`config.mk`:
```
export PLATFORM = sky130hd
export DESIGN_NAME = loop_load_monitor_top
export DESIGN_NICKNAME = d
export VERILOG_FILES = /design/src/rtl/lmon_pkg.sv /design/src/rtl/loop_load_monitor_top.sv /design/src/rtl/lmon_div.sv
export VERILOG_INCLUDE_DIRS = /design/src /design/src/rtl
export SDC_FILE = /design/constraint.sdc
export NUM_CORES = 2
export LEC_CHECK = 0
export BUFFER_PORTS_ARGS = -buffer_cell sky130_fd_sc_hd__buf_2
export CAP_MARGIN = 20
export CORE_ASPECT_RATIO = 0.6
export CORE_MARGIN = 3
export CORE_UTILIZATION = 40
export DETAILED_ROUTE_END_ITERATION = 16
export PLACE_DENSITY = 0.67
export SLEW_MARGIN = 0
export SYNTH_ARGS = -nofsm -noshare
export SYNTH_HDL_FRONTEND = slang
export SYNTH_SLANG_ARGS = --single-unit
```
`constraint.sdc`:
```
create_clock -name clk -period 23.2 [get_ports clk]
set_input_delay 5.8 -clock clk [delete_from_list [all_inputs] [get_ports clk]]
set_output_delay 5.8 -clock clk [all_outputs]
set_load 0.02 [all_outputs]
```
`src/rtl/loop_load_monitor_top_assert.svh`:
```
// Assertion macros shared by the loop load monitor RTL.
// Included by modules that check their own sequencing; no other dependencies.
`ifndef LOOP_LOAD_MONITOR_TOP_ASSERT_SVH
`define LOOP_LOAD_MONITOR_TOP_ASSERT_SVH

// Same-cycle implication under asynchronous active-low reset.
`define LLM_ASSERT_IMPLY(label, clock, rstn, ante, cons, msg) \
	label: assert property (@(posedge clock) disable iff (!(rstn)) (ante) |-> (cons)) \
		else $error(msg);

// Next-cycle implication under asynchronous active-low reset.
`define LLM_ASSERT_NEXT(label, clock, rstn, ante, cons, msg) \
	label: assert property (@(posedge clock) disable iff (!(rstn)) (ante) |=> (cons)) \
		else $error(msg);

`endif

```
`src/rtl/lmon_pkg.sv`:
```
// Package for the loop load monitor: widths, constants, microcode encoding and program ROM.
// No dependencies; used by lmon_div and loop_load_monitor_top.
package lmon_pkg;

	localparam int QW         = 32;
	localparam int LQW        = 10;
	localparam int PROD_W     = 59;
	localparam int CNT_W      = 6;
	localparam int PC_W       = 4;
	localparam int OP_W       = 3;
	localparam int SRC_W      = 2;
	localparam int COND_W     = 2;
	localparam int INTERVAL_W = 27;
	localparam int KHZ_W      = 20;
	localparam int LOAD_W     = 10;
	localparam int CFG_IDX_W  = 2;

	localparam logic [INTERVAL_W-1:0] INTERVAL_RESET = 27'd1000000;
	localparam logic [KHZ_W-1:0]      KHZ_RESET      = 20'd125000;
	localparam logic [INTERVAL_W-1:0] RATE_SCALE     = 27'd1000;
	localparam logic [LOAD_W-1:0]     PERMILLE_FULL  = 10'd1000;

	localparam logic [CFG_IDX_W-1:0] REG_INTERVAL = 2'd0;
	localparam logic [CFG_IDX_W-1:0] REG_KHZ      = 2'd1;

	localparam logic [OP_W-1:0] OP_WAIT  = 3'd0;
	localparam logic [OP_W-1:0] OP_MUL   = 3'd1;
	localparam logic [OP_W-1:0] OP_DIVS  = 3'd2;
	localparam logic [OP_W-1:0] OP_DIVW  = 3'd3;
	localparam logic [OP_W-1:0] OP_PEAK  = 3'd4;
	localparam logic [OP_W-1:0] OP_CLEAR = 3'd5;
	localparam logic [OP_W-1:0] OP_EMIT  = 3'd6;

	localparam logic [SRC_W-1:0] SRC_RATE = 2'd0;
	localparam logic [SRC_W-1:0] SRC_NORM = 2'd1;
	localparam logic [SRC_W-1:0] SRC_LOAD = 2'd2;

	localparam logic [COND_W-1:0] C_NEXT      = 2'd0;
	localparam logic [COND_W-1:0] C_ALWAYS    = 2'd1;
	localparam logic [COND_W-1:0] C_NOT_TAKEN = 2'd2;
	localparam logic [COND_W-1:0] C_PEAK_ZERO = 2'd3;

	localparam logic [PC_W-1:0] ST_WAIT      = 4'd0;
	localparam logic [PC_W-1:0] ST_MUL_RATE  = 4'd1;
	localparam logic [PC_W-1:0] ST_DIVS_RATE = 4'd2;
	localparam logic [PC_W-1:0] ST_DIVW_RATE = 4'd3;
	localparam logic [PC_W-1:0] ST_MUL_NORM  = 4'd4;
	localparam logic [PC_W-1:0] ST_DIVS_NORM = 4'd5;
	localparam logic [PC_W-1:0] ST_DIVW_NORM = 4'd6;
	localparam logic [PC_W-1:0] ST_PEAK      = 4'd7;
	localparam logic [PC_W-1:0] ST_MUL_LOAD  = 4'd8;
	localparam logic [PC_W-1:0] ST_DIVS_LOAD = 4'd9;
	localparam logic [PC_W-1:0] ST_DIVW_LOAD = 4'd10;
	localparam logic [PC_W-1:0] ST_CLEAR     = 4'd11;
	localparam logic [PC_W-1:0] ST_EMIT      = 4'd12;

	typedef struct packed {
		logic [OP_W-1:0]   op;
		logic [SRC_W-1:0]  src;
		logic [COND_W-1:0] cond;
		logic [PC_W-1:0]   target;
	} ctl_word_t;

	typedef struct packed {
		logic start;
		logic short_div;
	} div_ctl_t;

	typedef struct packed {
		logic busy;
	} div_stat_t;

	function automatic ctl_word_t ucode_rom(input logic [PC_W-1:0] pc);
		ctl_word_t w;
		w = '{op: OP_WAIT, src: SRC_RATE, cond: C_NEXT, target: ST_WAIT};
		unique case (pc)
			ST_WAIT:      w = '{op: OP_WAIT,  src: SRC_RATE, cond: C_NOT_TAKEN, target: ST_EMIT};
			ST_MUL_RATE:  w = '{op: OP_MUL,   src: SRC_RATE, cond: C_NEXT,      target: ST_WAIT};
			ST_DIVS_RATE: w = '{op: OP_DIVS,  src: SRC_RATE, cond: C_NEXT,      target: ST_WAIT};
			ST_DIVW_RATE: w = '{op: OP_DIVW,  src: SRC_RATE, cond: C_NEXT,      target: ST_WAIT};
			ST_MUL_NORM:  w = '{op: OP_MUL,   src: SRC_NORM, cond: C_NEXT,      target: ST_WAIT};
			ST_DIVS_NORM: w = '{op: OP_DIVS,  src: SRC_NORM, cond: C_NEXT,      target: ST_WAIT};
			ST_DIVW_NORM: w = '{op: OP_DIVW,  src: SRC_NORM, cond: C_NEXT,      target: ST_WAIT};
			ST_PEAK:      w = '{op: OP_PEAK,  src: SRC_NORM, cond: C_NEXT,      target: ST_WAIT};
			ST_MUL_LOAD:  w = '{op: OP_MUL,   src: SRC_LOAD, cond: C_PEAK_ZERO, target: ST_CLEAR};
			ST_DIVS_LOAD: w = '{op: OP_DIVS,  src: SRC_LOAD, cond: C_NEXT,      target: ST_WAIT};
			ST_DIVW_LOAD: w = '{op: OP_DIVW,  src: SRC_LOAD, cond: C_NEXT,      target: ST_WAIT};
			ST_CLEAR:     w = '{op: OP_CLEAR, src: SRC_RATE, cond: C_NEXT,      target: ST_WAIT};
			ST_EMIT:      w = '{op: OP_EMIT,  src: SRC_RATE, cond: C_ALWAYS,    target: ST_WAIT};
			default:      w = '{op: OP_WAIT,  src: SRC_RATE, cond: C_ALWAYS,    target: ST_WAIT};
		endcase
		return w;
	endfunction

endpackage

```
`src/rtl/loop_load_monitor_top.sv`:
```
// Loop load monitor top level: microcoded sequencer, datapath and config registers.
// Depends on lmon_pkg, lmon_div and loop_load_monitor_top_assert.svh.
// A tick that closes no sample goes straight from the wait step to the emit step; one
// that closes a sample runs the shared one-bit-per-cycle divider three times, or
// twice when the peak is zero. One tick is worked on at a time; results leave through an
// output register. Reset is asynchronous and clears state; no clearing pass is needed.
module loop_load_monitor_top #(
	parameter int TIME_WIDTH = 32
) (
	input  logic                                clk,
	input  logic                                arst_n,
	input  logic                                in_valid,
	output logic                                in_stall,
	input  logic [31:0]                         now_us,
	output logic                                out_valid,
	input  logic                                out_stall,
	output logic [31:0]                         iterations_per_sec,
	output logic [lmon_pkg::LOAD_W-1:0]         load_permille,
	output logic                                sample_taken,
	input  logic                                cfg_valid,
	output logic                                cfg_ready,
	input  logic [lmon_pkg::CFG_IDX_W-1:0]      cfg_index,
	input  logic [lmon_pkg::INTERVAL_W-1:0]     cfg_data
);
	import lmon_pkg::*;
	`include "loop_load_monitor_top_assert.svh"

	localparam int DSW = (TIME_WIDTH > QW) ? TIME_WIDTH : QW;

	logic [PC_W-1:0]       pc_q;
	ctl_word_t             cw;
	logic [INTERVAL_W-1:0] interval_q;
	logic [KHZ_W-1:0]      khz_q;
	logic [TIME_WIDTH-1:0] now_m;
	logic [TIME_WIDTH-1:0] elapsed_c;
	logic                  taken_c;
	logic [TIME_WIDTH-1:0] now_q;
	logic [TIME_WIDTH-1:0] elapsed_q;
	logic [TIME_WIDTH-1:0] last_q;
	logic                  taken_q;
	logic [QW-1:0]         tick_q;
	logic [QW-1:0]         rate_q;
	logic [QW-1:0]         permhz_q;
	logic [QW-1:0]         peak_q;
	logic [LOAD_W-1:0]     load_q;
	logic [PROD_W-1:0]     prod_q;
	logic [QW-1:0]         mul_a;
	logic [INTERVAL_W-1:0] mul_b;
	logic [DSW-1:0]        dsr;
	div_ctl_t              div_ctl;
	div_stat_t             div_stat;
	logic [QW-1:0]         quo;
	logic [LOAD_W-1:0]     head;
	logic                  in_acc;
	logic                  out_free;
	logic                  advance;
	logic                  jump;
	logic                  out_valid_q;
	logic [QW-1:0]         out_rate_q;
	logic [LOAD_W-1:0]     out_load_q;
	logic                  out_taken_q;

	assign cw        = ucode_rom(pc_q);
	assign in_stall  = cw.op != OP_WAIT;
	assign in_acc    = in_valid && !in_stall;
	assign out_free  = !out_valid_q || !out_stall;
	assign cfg_ready = 1'b1;

	assign now_m     = TIME_WIDTH'(now_us);
	assign elapsed_c = now_m - last_q;
	assign taken_c   = DSW'(elapsed_c) >= DSW'(interval_q);

	always_comb begin
		unique case (cw.op)
			OP_WAIT: advance = in_acc;
			OP_DIVW: advance = !div_stat.busy;
			OP_EMIT: advance = out_free;
			default: advance = 1'b1;
		endcase
		unique case (cw.cond)
			C_NEXT:      jump = 1'b0;
			C_ALWAYS:    jump = 1'b1;
			C_NOT_TAKEN: jump = !taken_c;
			C_PEAK_ZERO: jump = peak_q == '0;
			default:     jump = 1'b0;
		endcase
	end

	always_comb begin
		unique case (cw.src)
			SRC_RATE: begin
				mul_a = tick_q;
				mul_b = interval_q;
				dsr   = DSW'(elapsed_q);
			end
			SRC_NORM: begin
				mul_a = rate_q;
				mul_b = RATE_SCALE;
				dsr   = DSW'(khz_q);
			end
			SRC_LOAD: begin
				mul_a = permhz_q;
				mul_b = RATE_SCALE;
				dsr   = DSW'(peak_q);
			end
			default: begin
				mul_a = '0;
				mul_b = '0;
				dsr   = '0;
			end
		endcase
	end

	assign div_ctl.start     = cw.op == OP_DIVS;
	assign div_ctl.short_div = cw.src == SRC_LOAD;
	assign head              = quo[LOAD_W-1:0];

	lmon_div #(
		.DSW(DSW)
	) u_div (
		.clk      (clk),
		.arst_n   (arst_n),
		.ctl      (div_ctl),
		.dividend (prod_q),
		.divisor  (dsr),
		.stat     (div_stat),
		.quotient (quo)
	);

	always_ff @(posedge clk or negedge arst_n) begin
		if (!arst_n) begin
			pc_q <= ST_WAIT;
		end else if (advance) begin
			pc_q <= jump ? cw.target : pc_q + 1'b1;
		end
	end

	always_ff @(posedge clk or negedge arst_n) begin
		if (!arst_n) begin
			interval_q <= INTERVAL_RESET;
			khz_q      <= KHZ_RESET;
		end else if (cfg_valid && cfg_ready) begin
			if (cfg_index == REG_INTERVAL) begin
				interval_q <= cfg_data;
			end
			if (cfg_index == REG_KHZ) begin
				khz_q <= cfg_data[KHZ_W-1:0];
			end
		end
	end

	always_ff @(posedge clk) begin
		if (in_acc) begin
			now_q     <= now_m;
			elapsed_q <= elapsed_c;
		end
		if (cw.op == OP_MUL) begin
			prod_q <= PROD_W'(mul_a) * PROD_W'(mul_b);
		end
	end

	always_ff @(posedge clk or negedge arst_n) begin
		if (!arst_n) begin
			taken_q  <= 1'b0;
			tick_q   <= '0;
			last_q   <= '0;
			rate_q   <= '0;
			permhz_q <= '0;
			peak_q   <= '0;
			load_q   <= '0;
		end else begin
			if (in_acc) begin
				taken_q <= taken_c;
				if (tick_q != '1) begin
					tick_q <= tick_q + 1'b1;
				end
			end
			if (cw.op == OP_DIVW && !div_stat.busy) begin
				unique case (cw.src)
					SRC_RATE: rate_q <= (elapsed_q == '0) ? '0 : quo;
					SRC_NORM: begin
						if (khz_q == '0) begin
							permhz_q <= '0;
						end else if (prod_q[PROD_W-1:QW] >= INTERVAL_W'(khz_q)) begin
							permhz_q <= '1;
						end else begin
							permhz_q <= quo;
						end
					end
					SRC_LOAD: load_q <= (head >= PERMILLE_FULL) ? '0 : PERMILLE_FULL - head;
					default: ;
				endcase
			end
			if (cw.op == OP_PEAK && permhz_q > peak_q) begin
				peak_q <= permhz_q;
			end
			if (cw.op == OP_CLEAR) begin
				tick_q <= '0;
				last_q <= now_q;
			end
		end
	end

	always_ff @(posedge clk or negedge arst_n) begin
		if (!arst_n) begin
			out_valid_q <= 1'b0;
		end else if (cw.op == OP_EMIT && out_free) begin
			out_valid_q <= 1'b1;
		end else if (!out_stall) begin
			out_valid_q <= 1'b0;
		end
	end

	always_ff @(posedge clk) begin
		if (cw.op == OP_EMIT && out_free) begin
			out_rate_q  <= rate_q;
			out_load_q  <= load_q;
			out_taken_q <= taken_q;
		end
	end

	assign out_valid          = out_valid_q;
	assign iterations_per_sec = out_rate_q;
	assign load_permille      = out_load_q;
	assign sample_taken       = out_taken_q;

	`LLM_ASSERT_NEXT(a_busy_after_accept, clk, arst_n, in_acc, in_stall, "tick accepted twice")
	`LLM_ASSERT_IMPLY(a_div_in_wait, clk, arst_n, div_stat.busy, cw.op == OP_DIVW, "divider runs outside a wait step")
	`LLM_ASSERT_NEXT(a_clear_tick, clk, arst_n, cw.op == OP_CLEAR, tick_q == '0, "tick count not cleared")
	`LLM_ASSERT_IMPLY(a_load_range, clk, arst_n, out_valid_q, out_load_q <= PERMILLE_FULL, "load out of range")

endmodule

```
`src/rtl/lmon_div.sv`:
```
// Shared restoring divider of the loop load monitor, one quotient bit per cycle.
// Depends on lmon_pkg for widths and the control and status structs.
module lmon_div #(
	parameter int DSW = 32
) (
	input  logic                          clk,
	input  logic                          arst_n,
	input  lmon_pkg::div_ctl_t            ctl,
	input  logic [lmon_pkg::PROD_W-1:0]   dividend,
	input  logic [DSW-1:0]                divisor,
	output lmon_pkg::div_stat_t           stat,
	output logic [lmon_pkg::QW-1:0]       quotient
);
	import lmon_pkg::*;

	logic [DSW-1:0]   rem_q;
	logic [DSW-1:0]   dsr_q;
	logic [QW-1:0]    lo_q;
	logic [QW-1:0]    quo_q;
	logic [CNT_W-1:0] cnt_q;
	logic [DSW:0]     trial;
	logic [DSW:0]     diff;
	logic             fits;

	assign trial = {rem_q, lo_q[QW-1]};
	assign diff  = trial - {1'b0, dsr_q};
	assign fits  = trial >= {1'b0, dsr_q};

	always_ff @(posedge clk or negedge arst_n) begin
		if (!arst_n) begin
			cnt_q <= '0;
		end else if (ctl.start) begin
			cnt_q <= ctl.short_div ? CNT_W'(LQW) : CNT_W'(QW);
		end else if (cnt_q != '0) begin
			cnt_q <= cnt_q - 1'b1;
		end
	end

	always_ff @(posedge clk) begin
		if (ctl.start) begin
			dsr_q <= divisor;
			quo_q <= '0;
			if (ctl.short_div) begin
				rem_q <= DSW'(dividend >> LQW);
				lo_q  <= QW'(dividend[LQW-1:0]) << (QW - LQW);
			end else begin
				rem_q <= DSW'(dividend >> QW);
				lo_q  <= dividend[QW-1:0];
			end
		end else if (cnt_q != '0) begin
			rem_q <= fits ? diff[DSW-1:0] : trial[DSW-1:0];
			lo_q  <= {lo_q[QW-2:0], 1'b0};
			quo_q <= {quo_q[QW-2:0], fits};
		end
	end

	assign stat.busy = cnt_q != '0;
	assign quotient  = quo_q;

endmodule

```
==> results.sh <==
export IMPL_outcome="complete, no violations"
export IMPL_ir_drop_uv=109.2
export IMPL_rsz0062_at_grt="no"
export IMPL_dpl_cell_area_um2=56370
export IMPL_startpoint_type="flip-flop"
export IMPL_async_flop_share_pct=43.79
export IMPL_largest_register="prod_q"
export IMPL_layout_common_cells="1,023 x inv_1, 1,021 x nand2_1, 751 x fa_1, 500 x nor2_1, 348 x ha_1"
export IMPL_antenna_found_initial=15
export IMPL_vias=43321
export IMPL_cts_made_buffers=47
export IMPL_cts_tree="built"
export IMPL_skew_ns=0.02966
export IMPL_multiInputGateArea_um2=34600
export IMPL_portBuffers=110
export IMPL_grt_overflow=0
export IMPL_cts_path_max_buffers=3
export IMPL_clk_pin_slew_ns=0.07
export IMPL_cts_root_buf="clkbuf_16"
export IMPL_drv_slew=0
export IMPL_routed_wl_mm=197.4
export IMPL_post_cts_resized=0
export IMPL_drt_pre_antenna_iters=6
export IMPL_ant_nets=0
export IMPL_layout_commonest_cell="inv_1"
export IMPL_clkLatencyLatePin_ns=0.62
export IMPL_n_fill_cell=12893
export IMPL_area_delta_synth_final_pct=8.705
export IMPL_grt_pass1_vias=42148
export IMPL_ios=112
export IMPL_cp_common_cell="fa_1"
export IMPL_die_w_um=478.4
export IMPL_h_tree_depth=2
export IMPL_post_cts_setup_buffer_count=0
export IMPL_drt_iter0_drc=5727
export IMPL_core_area_um2=132200
export IMPL_cap_viol_max_count=0
export IMPL_min_period_over_period_pct=49.57
export IMPL_avgSynthCellArea_um2=9.259
export IMPL_syn_cell_area_um2=53550
export IMPL_synth_top_flop_cell="edfxtp_1"
export IMPL_critPathBufInv=8
export IMPL_crit_family="adder cells"
export IMPL_relSlewSlack_pct=7.017
export IMPL_die_y_um=289.4
export IMPL_dp_hpwl_mm=153.3
export IMPL_worstMarginPinSlew_ns=1.395
export IMPL_hold_path_class="reg -> reg"
export IMPL_drc=0
export IMPL_rows=103
export IMPL_ys_seq_elements=523
export IMPL_grt_usage_pct=28.47
export IMPL_cts_sinks=523
export IMPL_yosys_warnings=0
export IMPL_p_total_mw=7.346
export IMPL_final_layout_size_suffix_gt1_share_pct=7.471
export IMPL_max_freq_mhz=86.95
export IMPL_cts_hold_buf=0
export IMPL_path_max_fanout=63
export IMPL_required_ns=23.56
export IMPL_slowest_delay_ns=1.09
export IMPL_fin_tns_setup_ns=0
export IMPL_period_needed_ns=11.50
export IMPL_p_per_area_nw_per_um2=126.2
export IMPL_largest_reg_flops=59
export IMPL_grt_pass1_wl_mm=289.3
export IMPL_syn_nets=6949
export IMPL_netlist_instances=5784
export IMPL_yosysSeqAreaShare_pct=26.62
export IMPL_crit_slowest_cell="a221o_1"
export IMPL_fin_nets=6962
export IMPL_path_class="reg -> reg"
export IMPL_ff_latch_area_um2=14260
export IMPL_start_util_pct=40.50
export IMPL_synth_edf_count=262
export IMPL_gp_congestion=1.091
export IMPL_die_area_um2=138500
export IMPL_fin_area_um2=58210
export IMPL_setup_violations=0
export IMPL_worstPathArrival_ns=11.87
export IMPL_vias_per_cell=5.681
export IMPL_power_leakage_nw=27.31
export IMPL_synth_cell_types=90
export IMPL_hold_viol_final=0
export IMPL_grt_start_max_net_pins=106
export IMPL_end_kind="flip-flop"
export IMPL_routedWlPerCell_um=25.88
[layer usage]
layer,vias up,global-route usage (%),part of all wire (%)
met5,-,0.9234,0.13
met3,340,15.98,18
met4,12,6.333,2.8
met1,21582,42.25,43
met2,2893,34.79,36
li1,18494,-,-
[synthesized netlist by cell type, drive strengths merged, types with 36 or more instances]
cell / count / area [um^2]
clkbuf: 243 / 912.1
mux2: 57 / 641.9
fa: 751 / 15030
a21o: 77 / 578.1
o21ai: 204 / 1021
a21oi: 178 / 890.9
and3: 52 / 325.3
dfrtp: 215 / 5380
xnor2: 75 / 656.9
xor2: 51 / 446.7
nor2: 515 / 1936
inv: 1024 / 3844
edfxtp: 262 / 7868
nand2: 1026 / 3851
ha: 348 / 4354
a221oi: 36 / 315.3
nand4: 41 / 256.5
nand3: 76 / 385.4
nor3: 46 / 240.2
[area by class of cell]
type	instances	share of cell area, %
multi-input combinational	3968	59.43
sequential	523	24.49
timing repair buffer	233	2.790
antenna	5	0.02149
tap	1785	3.836
clock inverter	22	0.4256
inverter	1024	6.607
clock buffer	66	2.399
[worst paths after layout]
path	startpoint	end	slack, ns	cells after the start
max reg2reg	pc_q[2]$_DFFE_PN0P_	prod_q[54]$_DFFE_PN_	11.70	30
min	load_q[5]$_DFFE_PN0P_	load_permille[5]$_DFFE_PP_	0.45	0
min in group asynchronous	arst_n	tick_q[13]$_DFFE_PN0P_	5.18	1
max in group asynchronous	arst_n	khz_q[1]$_DFFE_PN0P_	16.47	2
max	pc_q[2]$_DFFE_PN0P_	prod_q[54]$_DFFE_PN_	11.70	30
min reg2reg	load_q[5]$_DFFE_PN0P_	load_permille[5]$_DFFE_PP_	0.45	0
[logic make-up (layout without fill, tap and decap cells)]
family	count (synthesis)	count (layout)	share of synthesized area, %
AND/OR/NAND/NOR	1895	1895	14.85
buffers and inverters	1293	1345	9.091
adder cells (fa/ha/maj)	1099	1099	36.20
AO/OA/AOI/OAI	774	774	9.670
flip-flops	523	523	26.62
XOR/XNOR	126	126	2.061
multiplexers	73	73	1.498
other	1	6	0.007002
[stage by stage]
stage | util [%] | hold slack (ns) | setup WS, ns | cells
6_report | 44.03 | 0.4476 | 11.70 | 7626
5_1_grt | 44.02 | 0.4563 | 11.26 | 7621
4_1_cts | 43.87 | 0.4482 | 11.85 | 7613
3_5_place_dp | 42.63 | 0.4296 | 11.90 | 7525
3_3_place_gp | 42.62 | 0.4291 | 12.24 | 7524
2_1_floorplan | - | 0.4248 | 13.02 | 5784
[power by group]
part	switching [mW]	internal, mW	total (mW)
Clock	0.392	0.470	0.862
Sequential	0.332	1.51	1.84
Combinational	3.12	1.52	4.64
Power figures use the tool's default switching activity.
